### src/hdl/pbrp_pkg.sv
package pbrp_pkg;

  localparam int unsigned SegWidth = 13;
  localparam logic [SegWidth-1:0] MaxSegment = 13'd4096;
  localparam logic [SegWidth-1:0] SegmentReset = 13'd128;

  // The control byte that carries no run.
  localparam logic [7:0] SkipByte = 8'h80;

  // Register word indexes on the configuration port.
  localparam logic RegSegmentPixels = 1'b0;
  localparam logic RegWideSamples   = 1'b1;

  typedef enum logic [1:0] {
    PH_CONTROL = 2'd0,
    PH_LITERAL = 2'd1,
    PH_REPEAT  = 2'd2
  } phase_e;

  typedef enum logic [1:0] {
    KIND_RUN     = 2'd0,
    KIND_SAMPLE  = 2'd1,
    KIND_OVERRUN = 2'd2
  } kind_e;

  typedef struct packed {
    kind_e       kind;
    logic [7:0]  length_code;
    logic [15:0] sample;
    logic        segment_end;
  } result_t;

endpackage

### src/hdl/pbrp_decode.sv
module pbrp_decode
  import pbrp_pkg::*;
(
  input  logic                clk_i,
  input  logic                rst_ni,
  input  logic                restart_i,
  input  logic [SegWidth-1:0] segment_pixels_i,
  input  logic                wide_samples_i,
  input  logic                in_fire_i,
  input  logic [7:0]          in_byte_i,
  output logic                res_valid_o,
  output result_t             res_o
);

  phase_e              phase_q, phase_d;
  logic [7:0]          samples_left_q, samples_left_d;
  logic [SegWidth-1:0] pixels_done_q, pixels_done_d;
  logic [7:0]          low_byte_hold_q, low_byte_hold_d;
  logic                byte_half_q, byte_half_d;
  logic                run_is_last_q, run_is_last_d;

  logic [SegWidth-1:0] limit;
  logic [7:0]          run_len;
  logic [7:0]          neg_byte;
  logic [7:0]          run_code;
  logic [SegWidth:0]   pixels_sum;
  logic                overrun;
  logic [7:0]          left_dec;
  logic                hold_low;

  assign limit    = (segment_pixels_i > MaxSegment) ? MaxSegment : segment_pixels_i;
  assign neg_byte = 8'd0 - in_byte_i;
  // A literal run has byte+1 samples; a repeat run repeats one sample 257-byte times.
  assign run_len  = in_byte_i[7] ? 8'(9'd257 - {1'b0, in_byte_i})
                                 : ({1'b0, in_byte_i[6:0]} + 8'd1);
  assign run_code = in_byte_i[7] ? {neg_byte[6:0], 1'b1} : {in_byte_i[6:0], 1'b0};
  assign pixels_sum = {1'b0, pixels_done_q} + {{(SegWidth-7){1'b0}}, run_len};
  assign overrun    = pixels_sum > {1'b0, limit};
  assign left_dec   = (samples_left_q == 8'd0) ? 8'd0 : samples_left_q - 8'd1;
  // In 16-bit mode the first byte of each sample is only held.
  assign hold_low   = wide_samples_i && !byte_half_q;

  always_comb begin
    phase_d         = phase_q;
    samples_left_d  = samples_left_q;
    pixels_done_d   = pixels_done_q;
    low_byte_hold_d = low_byte_hold_q;
    byte_half_d     = byte_half_q;
    run_is_last_d   = run_is_last_q;
    if (restart_i) begin
      phase_d         = PH_CONTROL;
      samples_left_d  = '0;
      pixels_done_d   = '0;
      low_byte_hold_d = '0;
      byte_half_d     = 1'b0;
      run_is_last_d   = 1'b0;
    end else if (in_fire_i) begin
      unique case (phase_q)
        PH_CONTROL: begin
          if (in_byte_i != SkipByte && !overrun) begin
            pixels_done_d  = pixels_sum[SegWidth-1:0];
            run_is_last_d  = (pixels_sum[SegWidth-1:0] == limit);
            phase_d        = in_byte_i[7] ? PH_REPEAT : PH_LITERAL;
            samples_left_d = in_byte_i[7] ? 8'd1 : run_len;
            byte_half_d    = 1'b0;
          end
        end
        PH_LITERAL, PH_REPEAT: begin
          if (hold_low) begin
            low_byte_hold_d = in_byte_i;
            byte_half_d     = 1'b1;
          end else begin
            byte_half_d    = 1'b0;
            samples_left_d = left_dec;
            if (left_dec == 8'd0) begin
              phase_d       = PH_CONTROL;
              run_is_last_d = 1'b0;
              if (run_is_last_q) begin
                pixels_done_d = '0;
              end
            end
          end
        end
        default: begin
          phase_d = PH_CONTROL;
        end
      endcase
    end
  end

  always_comb begin
    res_valid_o = 1'b0;
    res_o       = '0;
    if (in_fire_i && !restart_i) begin
      unique case (phase_q)
        PH_CONTROL: begin
          if (in_byte_i != SkipByte) begin
            res_valid_o = 1'b1;
            if (overrun) begin
              res_o.kind = KIND_OVERRUN;
            end else begin
              res_o.kind        = KIND_RUN;
              res_o.length_code = run_code;
            end
          end
        end
        PH_LITERAL, PH_REPEAT: begin
          if (!hold_low) begin
            res_valid_o       = 1'b1;
            res_o.kind        = KIND_SAMPLE;
            res_o.sample      = wide_samples_i ? {in_byte_i, low_byte_hold_q}
                                               : {8'd0, in_byte_i};
            res_o.segment_end = (left_dec == 8'd0) && run_is_last_q;
          end
        end
        default: begin
          res_valid_o = 1'b0;
        end
      endcase
    end
  end

  always_ff @(posedge clk_i or negedge rst_ni) begin
    if (!rst_ni) begin
      phase_q         <= PH_CONTROL;
      samples_left_q  <= '0;
      pixels_done_q   <= '0;
      low_byte_hold_q <= '0;
      byte_half_q     <= 1'b0;
      run_is_last_q   <= 1'b0;
    end else begin
      phase_q         <= phase_d;
      samples_left_q  <= samples_left_d;
      pixels_done_q   <= pixels_done_d;
      low_byte_hold_q <= low_byte_hold_d;
      byte_half_q     <= byte_half_d;
      run_is_last_q   <= run_is_last_d;
    end
  end

  // Between runs no samples may remain outstanding.
  a_control_no_samples: assert property (@(posedge clk_i) disable iff (!rst_ni)
    phase_q == PH_CONTROL |-> samples_left_q == 8'd0)
    else $error("samples left over while expecting a control byte");

  // A held low byte only exists inside a run of 16-bit samples.
  a_half_in_wide_run: assert property (@(posedge clk_i) disable iff (!rst_ni)
    byte_half_q |-> (wide_samples_i && phase_q != PH_CONTROL))
    else $error("low byte held outside a 16-bit run");

  // The pixel count never passes the segment limit.
  a_pixels_in_limit: assert property (@(posedge clk_i) disable iff (!rst_ni)
    pixels_done_q <= limit)
    else $error("pixel count beyond segment limit");

  // The last-run flag is cleared when its run ends.
  a_last_in_run: assert property (@(posedge clk_i) disable iff (!rst_ni)
    run_is_last_q |-> phase_q != PH_CONTROL)
    else $error("last-run flag set between runs");

endmodule

### src/hdl/pbrp_skid.sv
module pbrp_skid
  import pbrp_pkg::*;
(
  input  logic    clk_i,
  input  logic    rst_ni,
  input  logic    res_valid_i,
  input  result_t res_i,
  output logic    full_o,
  output logic    out_valid_o,
  output result_t out_o,
  input  logic    out_stall_i
);

  logic    out_valid_q, out_valid_d;
  result_t out_q, out_d;
  logic    skid_valid_q, skid_valid_d;
  result_t skid_q, skid_d;
  logic    out_fire;

  assign out_fire = out_valid_q && !out_stall_i;

  always_comb begin
    out_valid_d  = out_valid_q;
    out_d        = out_q;
    skid_valid_d = skid_valid_q;
    skid_d       = skid_q;
    if (out_fire || !out_valid_q) begin
      if (skid_valid_q) begin
        out_valid_d  = 1'b1;
        out_d        = skid_q;
        skid_valid_d = 1'b0;
      end else begin
        out_valid_d = res_valid_i;
        out_d       = res_i;
      end
    end else if (res_valid_i) begin
      // The output register is stalled, so the new result waits in the skid entry.
      skid_valid_d = 1'b1;
      skid_d       = res_i;
    end
  end

  always_ff @(posedge clk_i or negedge rst_ni) begin
    if (!rst_ni) begin
      out_valid_q  <= 1'b0;
      skid_valid_q <= 1'b0;
    end else begin
      out_valid_q  <= out_valid_d;
      skid_valid_q <= skid_valid_d;
    end
  end

  always_ff @(posedge clk_i) begin
    out_q  <= out_d;
    skid_q <= skid_d;
  end

  assign full_o      = skid_valid_q;
  assign out_valid_o = out_valid_q;
  assign out_o       = out_q;

  // The skid entry is only used behind a waiting output.
  a_skid_behind_out: assert property (@(posedge clk_i) disable iff (!rst_ni)
    skid_valid_q |-> out_valid_q)
    else $error("skid entry valid with empty output register");

  // No result may arrive while the skid entry is occupied.
  a_no_overflow: assert property (@(posedge clk_i) disable iff (!rst_ni)
    res_valid_i |-> !skid_valid_q)
    else $error("result lost on full buffer");

  // A stalled output with a waiting result keeps the skid entry filled.
  a_skid_holds: assert property (@(posedge clk_i) disable iff (!rst_ni)
    (skid_valid_q && out_stall_i) |=> skid_valid_q)
    else $error("skid entry dropped while output stalled");

endmodule

### src/hdl/packbits_run_record_parser.sv
// PackBits run record parser.
// Input channel: one coded byte per transaction on in_byte_i, qualified by
// in_valid_i and held off by in_stall_o. Output channel: one result per
// transaction (kind_o, length_code_o, sample_o, segment_end_o) qualified by
// out_valid_o and held off by out_stall_i. A control byte yields a run
// record or an overrun error, each sample yields a sample value, and the
// skip byte and the low byte of a 16-bit sample yield nothing.
// A result is registered in the output register, or in the skid register
// if the output is stalled. Throughput is one byte every cycle unless
// in_stall_o is high; the parser state updates as the byte is accepted.
// Configuration is written through the APB-style port (segment_pixels at
// address 0, wide_samples at address 4) while the block is idle; any write
// restarts the parser. Reset sets 128-sample segments with 8-bit samples and
// an empty parser waiting for a control byte.
// When the receiver stalls, one more result is caught in a skid register;
// in_stall_o rises only once that register is full, and the held results
// leave in order when the stall drops.
module packbits_run_record_parser
  import pbrp_pkg::*;
(
  input  logic        clk_i,
  input  logic        rst_ni,
  input  logic        psel,
  input  logic        penable,
  input  logic        pwrite,
  input  logic [2:0]  paddr,
  input  logic [31:0] pwdata,
  output logic [31:0] prdata,
  output logic        pready,
  input  logic        in_valid_i,
  output logic        in_stall_o,
  input  logic [7:0]  in_byte_i,
  output logic        out_valid_o,
  input  logic        out_stall_i,
  output logic [1:0]  kind_o,
  output logic [7:0]  length_code_o,
  output logic [15:0] sample_o,
  output logic        segment_end_o
);

  logic [SegWidth-1:0] segment_pixels_q;
  logic                wide_samples_q;
  logic                cfg_write;
  logic                in_fire;
  logic                skid_full;
  logic                res_valid;
  result_t             res;
  result_t             out_res;

  assign pready    = 1'b1;
  assign cfg_write = psel && penable && pwrite && pready;

  always_ff @(posedge clk_i or negedge rst_ni) begin
    if (!rst_ni) begin
      segment_pixels_q <= SegmentReset;
      wide_samples_q   <= 1'b0;
    end else if (cfg_write) begin
      unique case (paddr[2])
        RegSegmentPixels: segment_pixels_q <= pwdata[SegWidth-1:0];
        RegWideSamples:   wide_samples_q   <= pwdata[0];
        default:          wide_samples_q   <= wide_samples_q;
      endcase
    end
  end

  always_comb begin
    unique case (paddr[2])
      RegSegmentPixels: prdata = {{(32-SegWidth){1'b0}}, segment_pixels_q};
      RegWideSamples:   prdata = {31'd0, wide_samples_q};
      default:          prdata = '0;
    endcase
  end

  assign in_stall_o = skid_full;
  assign in_fire    = in_valid_i && !skid_full;

  pbrp_decode u_decode (
    .clk_i            (clk_i),
    .rst_ni           (rst_ni),
    .restart_i        (cfg_write),
    .segment_pixels_i (segment_pixels_q),
    .wide_samples_i   (wide_samples_q),
    .in_fire_i        (in_fire),
    .in_byte_i        (in_byte_i),
    .res_valid_o      (res_valid),
    .res_o            (res)
  );

  pbrp_skid u_skid (
    .clk_i       (clk_i),
    .rst_ni      (rst_ni),
    .res_valid_i (res_valid),
    .res_i       (res),
    .full_o      (skid_full),
    .out_valid_o (out_valid_o),
    .out_o       (out_res),
    .out_stall_i (out_stall_i)
  );

  assign kind_o        = out_res.kind;
  assign length_code_o = out_res.length_code;
  assign sample_o      = out_res.sample;
  assign segment_end_o = out_res.segment_end;

endmodule
### config.mk
export PLATFORM = sky130hd
export DESIGN_NAME = packbits_run_record_parser
export DESIGN_NICKNAME = d
export VERILOG_FILES = /design/src/hdl/pbrp_pkg.sv /design/src/hdl/pbrp_decode.sv /design/src/hdl/pbrp_skid.sv /design/src/hdl/packbits_run_record_parser.sv
export SDC_FILE = /design/constraint.sdc
export NUM_CORES = 1
export LEC_CHECK = 0
export BUFFER_PORTS_ARGS = -buffer_cell sky130_fd_sc_hd__buf_4
export CELL_PAD_IN_SITES_DETAIL_PLACEMENT = 1
export CELL_PAD_IN_SITES_GLOBAL_PLACEMENT = 1
export CORE_MARGIN = 1.5
export CORE_UTILIZATION = 47
export CTS_BUF_LIST = sky130_fd_sc_hd__clkbuf_16
export CTS_CLUSTER_DIAMETER = 200
export CTS_CLUSTER_SIZE = 24
export DETAILED_ROUTE_END_ITERATION = 8
export PLACE_DENSITY = 0.88
export SYNTH_ARGS = -nofsm -noshare
export SYNTH_HDL_FRONTEND = slang
export SYNTH_SLANG_ARGS = --single-unit
### constraint.sdc
create_clock -name clk_i -period 7.8 [get_ports clk_i]
set_clock_uncertainty 0.1 [all_clocks]
set_input_delay 1.56 -clock clk_i [delete_from_list [all_inputs] [get_ports clk_i]]
set_output_delay 1.56 -clock clk_i [all_outputs]
set_load 0.02 [all_outputs]
Word level (Yosys, flattened, before mapping)
Index checks and enable logic that the tools add are counted.
- bits in registers: 103
- input bits: 50
- add/sub/neg operators: 5
- magnitude comparators: 2
- eq/ne operators: 8
- multiplexer cells: 58
- bitwise operators: 2
- reduce and logical (&&, ||, !) cells: 33
- operators with widths (kind ; number):
    $mux W8 ; 14
    $mux W13 ; 7
    $pmux W32 S2 ; 1
    $mux W27 ; 2
    $mux W17 ; 2
    $pmux W13 S2 ; 1
    $logic_not A8 Y1 ; 2
    $mux W1 ; 16
    $mux W16 ; 1
    $pmux W8 S2 ; 1
    $add A13 B8 Y14 ; 1
    $gt A14 B13 Y1 ; 1
    $mux W2 ; 7
    $eq A13 B13 Y1 ; 1
    $gt A13 B13 Y1 const B ; 1
    $mux W10 ; 1
    $ne A3 B1 Y1 const B ; 3
    $add A7 B1 Y8 const B ; 1
    $logic_and A1 B1 Y1 ; 8
    $ne A8 B8 Y1 const B ; 1
    $pmux W2 S2 ; 2
    $reduce_and A4 Y1 ; 2
    $reduce_bool A2 Y1 ; 4
    $sub A1 B8 Y8 const A ; 1
    other kinds (16) ; 27

Longest topological paths before layout
Gate-level depths: netlist (run 1).
- depth after elaboration: 10
- mapped depth: 23

Hierarchy
Synthesis (run 1) repeated with hierarchy kept, for this count alone.
- cell total of the unflattened synthesis: 558
- area, all modules: 6183.4 sq um
- modules (own cells, without submodules) (module ; times used ; cells each ; area an instance (sq um)):
    pbrp_decode ; 1 ; 399 ; 3270.6
    pbrp_skid ; 1 ; 90 ; 2062.0
    packbits_run_record_parser ; 1 ; 69 ; 850.8

Worst setup path before layout (run 1)
No wires, ideal clock.
- kind: input -> register
- start point: in in_byte_i[2]
- end point: reg u_skid.out_q (netlist bit u_skid.out_o[23]), data pin
- library setup time: 0.142 ns
- arrival time: 5.720 ns
- setup slack: 1.838 ns
- stages on the path: 20
- buffers on the path: 2
- cells stage by stage: clkbuf_1 -> inv_1 -> ha_1 -> mux2_2 -> ha_1 -> o21ai_0 -> o21ai_0 -> a31oi_1 -> nor3b_1 -> xor2_1 -> ha_1 -> a21o_1 -> a211oi_2 -> or4b_1 -> o221ai_1 -> nor2_1 -> a21oi_4 -> nand2_2 -> buf_6 -> o21ai_2
- longest elaborated chain between the ends: 9
- elaborated cells between the ends (all ways): 13
- classes of those cells: 4 x add/sub; 1 x order compare; 1 x eq/ne; 7 x mux
- ends and longest elaborated chain (element ; line ; source):
    from (decl) ; packbits_run_record_parser.sv:32 ; input logic [7:0] in_byte_i,
    $sub A1 B8 Y8 / $add A7 B1 Y8 (equally long branches) ; pbrp_decode.sv:34, pbrp_decode.sv:35 ;
    $mux W8 ; pbrp_decode.sv:34 ; assign run_len = in_byte_i[7] ? 8'(9'd257 - {1'b0, in_byte_i})
    $add A13 B8 Y14 ; pbrp_decode.sv:37 ; assign pixels_sum = {1'b0, pixels_done_q} + {{(SegWidth-7){1'b0}}, run_len};
    $gt A14 B13 Y1 ; pbrp_decode.sv:38 ; assign overrun = pixels_sum > {1'b0, limit};
    $mux W8 ; pbrp_decode.sv:99 ; if (overrun) begin
    $mux W10 (*) ; pbrp_decode.sv:97 ; if (in_byte_i != SkipByte) begin
    $mux W8 (*) ; pbrp_decode.sv:95 ; unique case (phase_q)
    $mux W27 (*) ; pbrp_decode.sv:94 ; if (in_fire_i && !restart_i) begin
    $mux W27 (*) ; pbrp_skid.sv:28 ; if (skid_valid_q) begin
    to (signal assigned) ; pbrp_skid.sv:54 ; out_q <= out_d;
    to (decl) ; pbrp_skid.sv:15 ; result_t out_q, out_d;
Every way passes the cells marked *; elsewhere a longest branch is shown, timed or not.
A chain may end at the register's enable or synchronous reset.

Worst setup path after layout (run 1)
- start point: in in_byte_i[7]
- end point: reg u_skid.out_q (netlist bit u_skid.out_o[19]), data pin
- longest elaborated chain between the ends: 9
- elaborated cells between the ends (all ways): 11
- classes of those cells: 2 x add/sub; 1 x order compare; 1 x eq/ne; 7 x mux
- ends and longest elaborated chain (element ; line):
    $sub A1 B8 Y8 ; pbrp_decode.sv:34
    $mux W8 ; pbrp_decode.sv:34
    $add A13 B8 Y14 ; pbrp_decode.sv:37
    $gt A14 B13 Y1 ; pbrp_decode.sv:38
    $mux W8 ; pbrp_decode.sv:99
    $mux W10 (*) ; pbrp_decode.sv:97
    $mux W8 (*) ; pbrp_decode.sv:95
    $mux W27 (*) ; pbrp_decode.sv:94
    $mux W27 (*) ; pbrp_skid.sv:28
Marked as above.

==> flow_metrics.env, run 1 <==
export IMPL_outcome="finished, final reports clean"
export IMPL_fmax_mhz=148
export IMPL_ff2ff_path_depth=16
export IMPL_vertical_die_dimension_um=116
export IMPL_cts_setup_buffers=0
export IMPL_critPathLaunchType="primary input"
export IMPL_seq_area_frac_synth=0.471
export IMPL_ir_drop_mv=0.155
export IMPL_critical_path_top_delay_family="compound AO/OA/AOI/OAI gates"
export IMPL_maximum_fanout_along_the_worst_path=16
export IMPL_timing_critical_path_cells="buf_4 -> inv_1 -> mux2_2 -> ha_1 -> o21ai_0 -> o21ai_0 -> a31oi_1 -> nor3b_1 -> xor2_1 -> ha_1 -> a21o_1 -> a211oi_2 -> or4b_1 -> a22oi_1 -> nor2_1 -> a21oi_4 -> nand2_2 -> o21ai_0"
export IMPL_fp_dieArea_um2=13600
export IMPL_p_per_area_nw_per_um2=380
export IMPL_yosys_area_top_type="sky130_fd_sc_hd__edfxtp_1"
export IMPL_postRouteWirelength_um=15500
export IMPL_detail_route_vias_per_cell=5.79
export IMPL_hold_start="u_decode.pixels_done_q[4]$_DFFE_PN0P_"
export IMPL_tightestPinTransition_ps=1170
export IMPL_dpl_wire_length_um=11000
export IMPL_worst_path_most_repeated_cell="sky130_fd_sc_hd__o21ai_0"
export IMPL_timing_critical_path_required_ps=7850
export IMPL_worst_r2r_startpoint="u_decode.pixels_done_q[0]$_DFFE_PN0P_"
export IMPL_cts_reportedPaths_clkPinSlew_ps=70
export IMPL_grt_pass1_wl_um=24700
export IMPL_timing_hold_worst_endpoint="u_decode.pixels_done_q[4]$_DFFE_PN0P_"
export IMPL_timing_final_setup_violations=0
export IMPL_synth_warning_count=0
export IMPL_final_common_cell="sky130_fd_sc_hd__buf_4"
export IMPL_cts_max_path_buffers=2
export IMPL_dp_slack_ps=850
export IMPL_multi_input_area_um2=2900
export IMPL_io_pins=112
export IMPL_timing_critical_path_arrival_ps=6800
export IMPL_report_final_slew_viol_count=0
export IMPL_timing_hold_ws_ps=423
export IMPL_final_setup_tns_ps=0
export IMPL_start_util=0.481
export IMPL_crit_type="in -> reg"
export IMPL_place_port_buffers=70
export IMPL_globalplace_congestion=0.860
export IMPL_grt_pass1_vias=4866
export IMPL_synthesis_area_per_instance_um2=10.5
export IMPL_cts_hold_buffers_added=0
export IMPL_wl_met3_um=697
export IMPL_register_area_um2=2850
export IMPL_reg2reg_to="u_skid.out_o[19]$_DFFE_PN_"
export IMPL_yosysUniqueCellTypes=72
export IMPL_cts_resized=0
export IMPL_setup_slack_ps=1040
export IMPL_path_category_of_the_worst_min_delay_check="reg -> reg"
export IMPL_post_route_drc_count=0
export IMPL_drt_pass1_iterations=4
export IMPL_globalRouteTotalUtil=0.239
export IMPL_max_stage_delay_on_crit_path_ps=510
export IMPL_antenna_diode_count=0
export IMPL_asyncSetResetFlopFracSynth=0.476
export IMPL_hold_path_cell_count=1
export IMPL_htreeDepth=3
export IMPL_grt_setup_unrepaired="false"
export IMPL_synth_top_cell_area_share=0.268
export IMPL_drtAntennaViolNets=0
export IMPL_fillerInstances=1365
export IMPL_endpoint_kind="flip-flop"
export IMPL_timing_final_crit_share=0.867
export IMPL_coreArea_um2=12600
export IMPL_ratio_of_cells_with_drive_above_1_in_the_final_layout=0.190
export IMPL_clock_sink_count=103
export IMPL_synthesis_instances=577
export IMPL_via_count=4646
export IMPL_met2WireLength_um=7960
export IMPL_synth_edf_count=54
export IMPL_synth_top_cells_by_area="sky130_fd_sc_hd__edfxtp_1 (27%), sky130_fd_sc_hd__dfrtp_1 (20%), sky130_fd_sc_hd__ha_1 (5.8%)"
export IMPL_crit_slowest_cell="sky130_fd_sc_hd__or4b_1"
export IMPL_grt_overflow=0
export IMPL_highest_count_cells_in_the_layout_ignoring_fill_and_taps="sky130_fd_sc_hd__buf_4 (71), sky130_fd_sc_hd__edfxtp_1 (54), sky130_fd_sc_hd__dfrtp_1 (48)"
export IMPL_syn_area_um2=6050
export IMPL_library_cell_used_as_clock_root_buffer="sky130_fd_sc_hd__clkbuf_16"
export IMPL_slew_limit_headroom=0.218
export IMPL_num_nets_final=705
export IMPL_chipWidth_um=116
export IMPL_critPathBufInv=2
export IMPL_wire_per_inst_um=19.3
export IMPL_initial_antenna_violation_count=0
export IMPL_synth_seq_cells=103
export IMPL_top_layer_used="met4"
export IMPL_first_iter_violations=336
export IMPL_cts_tree="built"
export IMPL_power_static_leakage_uw=0.00315
export IMPL_post_route_min_period_ps=6760
export IMPL_synthToLayoutAreaGrowth_pct=13.7
export IMPL_detail_route_wirelength_met1_um=6400
export IMPL_grt_start_max_net_pins=50
export IMPL_cts_inserted_buffers=9
export IMPL_hold_viol=0
export IMPL_regToRegSetupSlack_ps=2770
export IMPL_num_rows=41
export IMPL_clock_latency_ps=360
export IMPL_synth_top_flop_cell="sky130_fd_sc_hd__edfxtp_1"
export IMPL_cap_violations=0
-- sequential cells by signal, indices dropped and copies added, names as in the netlist --
| signal | cells |
|---|---|
| u_decode.byte_half_q | 1 |
| u_skid.full_o | 1 |
| u_skid.out_o | 27 |
| u_decode.samples_left_q | 8 |
| u_decode.pixels_done_q | 13 |
| u_skid.skid_q | 27 |
| wide_samples_q | 1 |
| u_decode.phase_q | 2 |
| u_decode.low_byte_hold_q | 8 |
| segment_pixels_q | 13 |
| u_decode.run_is_last_q | 1 |
| u_skid.out_valid_o | 1 |
-- cells in the mapped netlist (3+ instances only) --
cell,number
sky130_fd_sc_hd__edfxtp_1,54
sky130_fd_sc_hd__dfrtp_1,48
sky130_fd_sc_hd__nand2_1,45
sky130_fd_sc_hd__nor2_1,45
sky130_fd_sc_hd__ha_1,28
sky130_fd_sc_hd__a21o_1,23
sky130_fd_sc_hd__o21ai_0,22
sky130_fd_sc_hd__buf_4,21
sky130_fd_sc_hd__nor3_1,21
sky130_fd_sc_hd__clkbuf_1,19
sky130_fd_sc_hd__mux2i_1,19
sky130_fd_sc_hd__a22o_1,18
sky130_fd_sc_hd__a21oi_1,17
sky130_fd_sc_hd__inv_1,17
sky130_fd_sc_hd__mux2_2,16
sky130_fd_sc_hd__nor2b_1,16
sky130_fd_sc_hd__xor2_1,15
sky130_fd_sc_hd__nand3_1,11
sky130_fd_sc_hd__xnor2_1,10
sky130_fd_sc_hd__a31oi_1,8
sky130_fd_sc_hd__nand2b_1,8
sky130_fd_sc_hd__o21ai_1,7
sky130_fd_sc_hd__and3_1,6
sky130_fd_sc_hd__buf_2,6
sky130_fd_sc_hd__nand4_1,6
sky130_fd_sc_hd__a211oi_1,5
sky130_fd_sc_hd__buf_6,3
sky130_fd_sc_hd__o21bai_1,3
sky130_fd_sc_hd__or3_1,3
-- how the worst max path moves through the flow --
stage | start | to | cells after the start
5_1_grt | in_byte_i[7] | u_skid.out_o[19]$_DFFE_PN_ | 19
2_1_floorplan | in_byte_i[2] | u_skid.out_o[23]$_DFFE_PN_ | 20
3_3_place_gp | in_byte_i[7] | u_skid.out_o[19]$_DFFE_PN_ | 19
6_report | in_byte_i[7] | u_skid.out_o[19]$_DFFE_PN_ | 18
3_5_place_dp | in_byte_i[7] | u_skid.out_o[19]$_DFFE_PN_ | 19
4_1_cts | in_byte_i[7] | u_skid.out_o[19]$_DFFE_PN_ | 19
-- worst register-to-register path, stage by stage (launching register included) --
cell and delay, ps:
sky130_fd_sc_hd__dfrtp_1 390, sky130_fd_sc_hd__ha_1 240, sky130_fd_sc_hd__fa_1 440, sky130_fd_sc_hd__a211oi_1 310, sky130_fd_sc_hd__o21ai_1 210, sky130_fd_sc_hd__a21oi_1 240, sky130_fd_sc_hd__nor2_1 90, sky130_fd_sc_hd__xor2_1 180
sky130_fd_sc_hd__ha_1 230, sky130_fd_sc_hd__a21o_1 190, sky130_fd_sc_hd__a211oi_2 260, sky130_fd_sc_hd__or4b_1 510, sky130_fd_sc_hd__a22oi_1 320, sky130_fd_sc_hd__nor2_1 140, sky130_fd_sc_hd__a21oi_4 330, sky130_fd_sc_hd__nand2_2 260
sky130_fd_sc_hd__o21ai_0 360
-- where the power goes --
group	switching (uW)	internal (uW)
Sequential	126	773
Combinational	750	497
Clock	234	231
Total	1110	1500
-- cell families (layout without fill, tap and decap cells) --
logic type                 count (synthesis)  count (layout)  share of synthesized area
xor gates and xnor gates                  25              25                     0.0362
other                                      2              20                    0.00124
and+or+nand+nor                          186             186                      0.160
adders and majority gates                 29              29                     0.0612
DFF                                      103             103                      0.471
muxes                                     35              35                     0.0612
buffers and inverters                     68             104                     0.0602
AOI/OAI and AO/OA                        129             129                      0.149
-- cell type report --
type                    count  area share
well taps                 172      0.0313
flip-flops and latches    103       0.414
repair buffers             71      0.0775
clock buffers               9      0.0328
clock inverters             7      0.0126
inverters                  17     0.00928
multi-input cells         424       0.422
-- metrics by stage --
step	utilization	instance area, um2	std cells	total power [uW]
floorplan	-	6110	595	1780
global placement	0.522	6570	787	2040
detailed placement	0.522	6570	787	2130
CTS	0.547	6880	803	2620
global route	0.547	6880	803	2780
finish	0.547	6880	803	2610
-- routing by layer --
metal	GRT usage	vias to the layer above
li1	-	2152
met1	0.283	2318
met2	0.424	138
met3	0.0472	38
met4	0.102	0
met5	0	-
No activity file was read; power rests on OpenSTA's default activity.
==> run 2: changes to the inputs <==
Settings changed: MAX_ROUTING_LAYER set to met4.
==> flow_metrics.env, run 2 (synthesized netlist as in run 1, its figures left out) <==
export IMPL_globalRouteTotalUtil=0.249
export IMPL_synthToLayoutAreaGrowth_pct=13.7
export IMPL_power_net_switching_uw=1080
export IMPL_endpoint_kind="flip-flop"
export IMPL_drt_pass1_iterations=4
export IMPL_final_setup_tns_ps=0
export IMPL_worst_path_most_repeated_cell="sky130_fd_sc_hd__o21ai_0"
export IMPL_wl_met3_um=602
export IMPL_dpl_wire_length_um=11200
export IMPL_fin_cells=804
export IMPL_grt_pass1_wl_um=24800
export IMPL_ir_drop_mv=0.151
export IMPL_cts_resized=0
export IMPL_vertical_die_dimension_um=116
export IMPL_hold_viol=0
export IMPL_wire_per_inst_um=19.1
export IMPL_start_util=0.481
export IMPL_critPathBufInv=2
export IMPL_drtAntennaViolNets=0
export IMPL_path_category_of_the_worst_min_delay_check="reg -> reg"
export IMPL_via_count=4655
export IMPL_p_comb_frac=0.473
export IMPL_setup_slack_ps=1020
export IMPL_number_of_cells_after_detailed_placement=788
export IMPL_timing_critical_path_arrival_ps=6840
export IMPL_coreArea_um2=12600
export IMPL_power_share_switching=0.416
export IMPL_hold_path_cell_count=1
export IMPL_cts_inserted_buffers=9
export IMPL_post_route_min_period_ps=6780
export IMPL_fmax_mhz=148
export IMPL_critical_path_top_delay_family="compound AO/OA/AOI/OAI gates"
export IMPL_dp_slack_ps=733
export IMPL_cts_setup_buffers=0
export IMPL_post_route_drc_count=0
export IMPL_io_pins=112
export IMPL_sequentialPowerShare=0.347
export IMPL_timing_final_setup_violations=0
export IMPL_place_port_buffers=70
export IMPL_grt_pass1_vias=4872
export IMPL_num_nets_final=706
export IMPL_postRouteWirelength_um=15400
export IMPL_antenna_diode_count=0
export IMPL_library_cell_used_as_clock_root_buffer="sky130_fd_sc_hd__clkbuf_16"
export IMPL_slew_limit_headroom=0.313
export IMPL_cts_max_path_buffers=2
export IMPL_maximum_fanout_along_the_worst_path=16
export IMPL_detail_route_wirelength_met1_um=6510
export IMPL_top_layer_used="met4"
export IMPL_highest_count_cells_in_the_layout_ignoring_fill_and_taps="sky130_fd_sc_hd__buf_4 (72), sky130_fd_sc_hd__edfxtp_1 (54), sky130_fd_sc_hd__dfrtp_1 (48)"
export IMPL_final_common_cell="sky130_fd_sc_hd__buf_4"
export IMPL_crit_type="in -> reg"
export IMPL_cts_hold_buffers_added=0
export IMPL_outcome="finished, final reports clean"
export IMPL_detail_route_vias_per_cell=5.79
export IMPL_tightestPinTransition_ps=1030
export IMPL_grt_setup_unrepaired="false"
export IMPL_grt_overflow=0
export IMPL_timing_critical_path_required_ps=7860
export IMPL_fp_dieArea_um2=13600
export IMPL_cts_reportedPaths_clkPinSlew_ps=70
export IMPL_report_final_slew_viol_count=0
export IMPL_ratio_of_cells_with_drive_above_1_in_the_final_layout=0.190
export IMPL_power_internal_uw=1520
export IMPL_globalplace_congestion=0.864
export IMPL_power_static_leakage_uw=0.00315
export IMPL_critPathLaunchType="primary input"
export IMPL_cts_tree="built"
export IMPL_clock_power_share=0.180
export IMPL_cap_violations=0
export IMPL_clock_latency_ps=360
export IMPL_ff2ff_path_depth=16
export IMPL_initial_antenna_violation_count=0
export IMPL_crit_slowest_cell="sky130_fd_sc_hd__or4b_1"
export IMPL_num_rows=41
export IMPL_timing_final_crit_share=0.869
export IMPL_clock_sink_count=103
export IMPL_chipWidth_um=116
export IMPL_regToRegSetupSlack_ps=2720
export IMPL_timing_critical_path_cells="buf_4 -> inv_1 -> nand2_1 -> o21ai_0 -> ha_1 -> a211oi_1 -> o21ai_0 -> a31oi_1 -> nor3b_1 -> xor2_1 -> ha_1 -> a21o_1 -> a211oi_2 -> or4b_1 -> o221ai_1 -> nor2_1 -> a21oi_4 -> nand2_2 -> o21ai_0"
export IMPL_grt_start_max_net_pins=50
export IMPL_fillerInstances=1365
export IMPL_met2WireLength_um=7760
export IMPL_max_stage_delay_on_crit_path_ps=490
export IMPL_worst_path_stages=19
export IMPL_timing_hold_ws_ps=418
export IMPL_htreeDepth=3
export IMPL_fin_util=0.547
export IMPL_first_iter_violations=297
export IMPL_p_per_area_nw_per_um2=379
[run 2: cell types whose count changed in the layout (fill, tap and decap cells not counted)]
cell / delta
sky130_fd_sc_hd__clkinv_8: -3
sky130_fd_sc_hd__buf_4: +1
sky130_fd_sc_hd__bufinv_16: +1
sky130_fd_sc_hd__clkinv_1: +1
sky130_fd_sc_hd__clkinv_4: +1
sky130_fd_sc_hd__clkinvlp_4: +1
sky130_fd_sc_hd__inv_6: -1
[run 2: final timing paths]
kind | from | endpoint
max | in_byte_i[7] | u_skid.out_o[19]$_DFFE_PN_
min | u_decode.pixels_done_q[2]$_DFFE_PN0P_ | u_decode.pixels_done_q[2]$_DFFE_PN0P_
max reg2reg | u_decode.pixels_done_q[0]$_DFFE_PN0P_ | u_skid.out_o[19]$_DFFE_PN_
min reg2reg | u_decode.pixels_done_q[2]$_DFFE_PN0P_ | u_decode.pixels_done_q[2]$_DFFE_PN0P_
max in group asynchronous | rst_ni | u_skid.full_o$_DFFE_PN0P_
min in group asynchronous | rst_ni | u_decode.pixels_done_q[11]$_DFFE_PN0P_
[run 2: layout make-up]
type / count / area [um2] / area share
multi-input combinational: 424 / 2900 / 0.422
clock inverter: 7 / 78.8 / 0.0115
inverter: 17 / 63.8 / 0.00928
tap: 172 / 215 / 0.0313
clock buffer: 9 / 225 / 0.0328
sequential: 103 / 2850 / 0.414
timing repair buffer: 72 / 541 / 0.0786
[run 2: metrics by stage]
stage / total power, uW / area (um2)
after global placement: 2050 / 6570
final: 2600 / 6880
after floorplan: 1780 / 6110
after CTS: 2620 / 6880
after global routing: 2780 / 6880
after detailed placement: 2140 / 6570
[run 2: worst register-to-register path, stage by stage (launching register included)]
cell	delay, ps
sky130_fd_sc_hd__dfrtp_1	390
sky130_fd_sc_hd__ha_1	250
sky130_fd_sc_hd__fa_1	430
sky130_fd_sc_hd__a211oi_1	330
sky130_fd_sc_hd__o21ai_1	210
sky130_fd_sc_hd__a21oi_1	250
sky130_fd_sc_hd__nor2_1	100
sky130_fd_sc_hd__xor2_1	190
sky130_fd_sc_hd__ha_1	240
sky130_fd_sc_hd__a21o_1	190
sky130_fd_sc_hd__a211oi_2	290
sky130_fd_sc_hd__or4b_1	490
sky130_fd_sc_hd__o221ai_1	340
sky130_fd_sc_hd__nor2_1	130
sky130_fd_sc_hd__a21oi_4	330
sky130_fd_sc_hd__nand2_2	270
sky130_fd_sc_hd__o21ai_0	350
[run 2: metal layers]
metal,vias to the layer above,track usage
met5,-,-
met4,0,0.105
met3,46,0.0451
met2,161,0.429
met1,2294,0.285
li1,2154,-
[run 2: power groups by stage]
stage | Combinational (uW) | Sequential [uW] | Clock (uW)
4_1_cts | 1240 | 901 | 477
3_3_place_gp | 1160 | 889 | 0
5_1_grt | 1350 | 925 | 496
2_1_floorplan | 852 | 932 | 0
3_5_place_dp | 1230 | 909 | 0
6_report | 1230 | 903 | 469
==> run 3: changes to the inputs <==
Settings changed: CORE_UTILIZATION 47 to 48, SYNTH_HIERARCHICAL set to 1.
==> flow_metrics.env, run 3 <==
export IMPL_via_count=4638
export IMPL_synthesis_instances=558
export IMPL_fillerInstances=1358
export IMPL_globalplace_congestion=0.880
export IMPL_setup_slack_ps=1160
export IMPL_drtAntennaViolNets=0
export IMPL_timing_critical_path_arrival_ps=6780
export IMPL_synthesis_area_per_instance_um2=11.1
export IMPL_path_category_of_the_worst_min_delay_check="reg -> reg"
export IMPL_yosysUniqueCellTypes=68
export IMPL_first_iter_violations=311
export IMPL_post_synth_top_count_cell="sky130_fd_sc_hd__edfxtp_1"
export IMPL_tightestPinTransition_ps=1270
export IMPL_gr_usage_met3=0.0311
export IMPL_maximum_fanout_along_the_worst_path=11
export IMPL_grt_overflow=0
export IMPL_detail_route_vias_per_cell=5.83
export IMPL_syn_area_um2=6180
export IMPL_ratio_of_cells_with_drive_above_1_in_the_final_layout=0.233
export IMPL_drt_pass1_iterations=4
export IMPL_fmax_mhz=151
export IMPL_critPathLaunchType="primary input"
export IMPL_ir_drop_mv=0.115
export IMPL_highest_count_cells_in_the_layout_ignoring_fill_and_taps="sky130_fd_sc_hd__buf_4 (73), sky130_fd_sc_hd__edfxtp_1 (54), sky130_fd_sc_hd__dfrtp_1 (48)"
export IMPL_multi_input_area_um2=3050
export IMPL_cts_tree="built"
export IMPL_start_util=0.490
export IMPL_cts_max_path_buffers=2
export IMPL_slew_limit_headroom=0.153
export IMPL_synth_top_flop_cell="sky130_fd_sc_hd__edfxtp_1"
export IMPL_grt_setup_unrepaired="false"
export IMPL_globalRouteMet2Util=0.455
export IMPL_dpl_wire_length_um=12100
export IMPL_global_route_usage_met1=0.298
export IMPL_clock_sink_count=103
export IMPL_synthToLayoutAreaGrowth_pct=14.0
export IMPL_num_rows=41
export IMPL_crit_type="in -> reg"
export IMPL_synth_warning_count=6
export IMPL_cts_reportedPaths_clkPinSlew_ps=80
export IMPL_cts_hold_buffers_added=0
export IMPL_fp_dieArea_um2=13600
export IMPL_antenna_diode_count=0
export IMPL_coreArea_um2=12600
export IMPL_hold_viol=0
export IMPL_netlist_top_cells_count="sky130_fd_sc_hd__edfxtp_1 (54), sky130_fd_sc_hd__dfrtp_1 (48), sky130_fd_sc_hd__nand2_1 (37)"
export IMPL_yosys_area_top_type="sky130_fd_sc_hd__edfxtp_1"
export IMPL_vertical_die_dimension_um=117
export IMPL_grt_start_max_net_pins=50
export IMPL_grt_pass1_vias=4851
export IMPL_post_route_drc_count=0
export IMPL_wire_per_inst_um=20.8
export IMPL_timing_hold_ws_ps=422
export IMPL_dp_slack_ps=959
export IMPL_timing_final_crit_share=0.851
export IMPL_num_nets_final=696
export IMPL_synth_seq_cells=103
export IMPL_cap_violations=0
export IMPL_power_static_leakage_uw=0.00316
export IMPL_chipWidth_um=117
export IMPL_synth_top_cells_by_area="sky130_fd_sc_hd__edfxtp_1 (26%), sky130_fd_sc_hd__dfrtp_1 (19%), sky130_fd_sc_hd__ha_1 (5.5%)"
export IMPL_outcome="finished, final reports clean"
export IMPL_fin_util=0.558
export IMPL_asyncSetResetFlopFracSynth=0.476
export IMPL_endpoint_kind="flip-flop"
export IMPL_globalRouteTotalUtil=0.261
export IMPL_library_cell_used_as_clock_root_buffer="sky130_fd_sc_hd__clkbuf_16"
export IMPL_place_port_buffers=70
export IMPL_cts_inserted_buffers=9
export IMPL_seq_area_frac_synth=0.461
export IMPL_grt_pass1_wl_um=25800
export IMPL_postRouteWirelength_um=16500
export IMPL_initial_antenna_violation_count=0
export IMPL_register_area_um2=2850
export IMPL_final_setup_tns_ps=0
export IMPL_htreeDepth=3
export IMPL_cts_setup_buffers=0
export IMPL_synth_top_cell_area_share=0.262
export IMPL_timing_critical_path_required_ps=7940
export IMPL_report_final_slew_viol_count=0
export IMPL_clock_latency_ps=360
export IMPL_timing_final_setup_violations=0
export IMPL_post_route_min_period_ps=6640
export IMPL_final_common_cell="sky130_fd_sc_hd__buf_4"
export IMPL_grt_busiest_layer="met2"
export IMPL_p_per_area_nw_per_um2=348
export IMPL_synth_edf_count=54
export IMPL_cts_resized=0
export IMPL_io_pins=112
-- run 3: cell count changes after synthesis, sizes merged, moves of 8 or more --
cell,delta
mux2,+29
a21o,-17
nor2,-13
o21ai,-11
a32o,+10
nand2,-9
a22o,-8
and3,+8
-- run 3: path summary, 6_finish.rpt --
check                                                   startpoint                                       to  slack [ps]  cells after the start
max                                                   in_byte_i[1]    u_decode/pixels_done_q[2]$_DFFE_PN0P_        1160                     22
max in group asynchronous                                   rst_ni  u_decode/low_byte_hold_q[3]$_DFFE_PN0P_        6010                      1
min in group asynchronous                                   rst_ni   u_decode/samples_left_q[5]$_DFFE_PN0P_        1130                      1
min reg2reg                u_decode/low_byte_hold_q[2]$_DFFE_PN0P_  u_decode/low_byte_hold_q[2]$_DFFE_PN0P_         420                      1
min                        u_decode/low_byte_hold_q[2]$_DFFE_PN0P_  u_decode/low_byte_hold_q[2]$_DFFE_PN0P_         420                      1
max reg2reg                  u_decode/pixels_done_q[6]$_DFFE_PN0P_    u_decode/pixels_done_q[2]$_DFFE_PN0P_        3140                     16
-- run 3: cells by family after synthesis --
family / share of synthesized area
simple gates: 0.143
compound gates: 0.122
flops: 0.461
buf+inv: 0.0565
mux: 0.122
fa+ha+maj: 0.0579
xor+xnor: 0.0362
other cells: 0.00121
-- run 3: area by class of cell --
| type | instances | area share |
|---|---|---|
| multi-input cells | 409 | 0.433 |
| well taps | 172 | 0.0305 |
| clock inverters | 7 | 0.0105 |
| repair buffers | 73 | 0.0778 |
| flip-flops and latches | 103 | 0.404 |
| clock buffers | 9 | 0.0320 |
| inverters | 22 | 0.0117 |
-- run 3: routing by layer --
layer  up-vias  part of all wire  wire, um
li1       2138                 -         -
met1      2285              0.40      6620
met2       172              0.52      8590
met3        43             0.046       757
met4         0             0.034       557
met5         -                 0         0
-- run 3: metrics by stage --
step / total power, uW / cells / cell area, um2
final: 2450 / 795 / 7050
after global routing: 2590 / 795 / 7050
after CTS: 2450 / 795 / 7050
after detailed placement: 1980 / 779 / 6750
after global placement: 1900 / 779 / 6750
after floorplan: 1630 / 576 / 6250
-- run 3: power breakdown --
group          switching [uW]  internal (uW)  total, uW
Sequential               97.7            755        853
Combinational             670            469       1140
Clock                     230            228        458
-- run 3: worst max-delay path, cell delays in order --
cell	delay, ps
sky130_fd_sc_hd__buf_4	140
sky130_fd_sc_hd__ha_1	230
sky130_fd_sc_hd__and3_1	230
sky130_fd_sc_hd__nand3_1	130
sky130_fd_sc_hd__o21ai_0	210
sky130_fd_sc_hd__xor2_1	270
sky130_fd_sc_hd__ha_1	340
sky130_fd_sc_hd__a21oi_1	340
sky130_fd_sc_hd__o21ai_1	200
sky130_fd_sc_hd__o21a_1	230
sky130_fd_sc_hd__o21ai_0	190
sky130_fd_sc_hd__xnor2_1	200
sky130_fd_sc_hd__ha_1	320
sky130_fd_sc_hd__and3_1	190
sky130_fd_sc_hd__nand2_1	70
sky130_fd_sc_hd__a31oi_1	60
sky130_fd_sc_hd__nor4bb_1	400
sky130_fd_sc_hd__nor4_1	130
sky130_fd_sc_hd__o32a_1	300
sky130_fd_sc_hd__o31ai_4	440
sky130_fd_sc_hd__nand2_2	270
sky130_fd_sc_hd__a32o_1	330
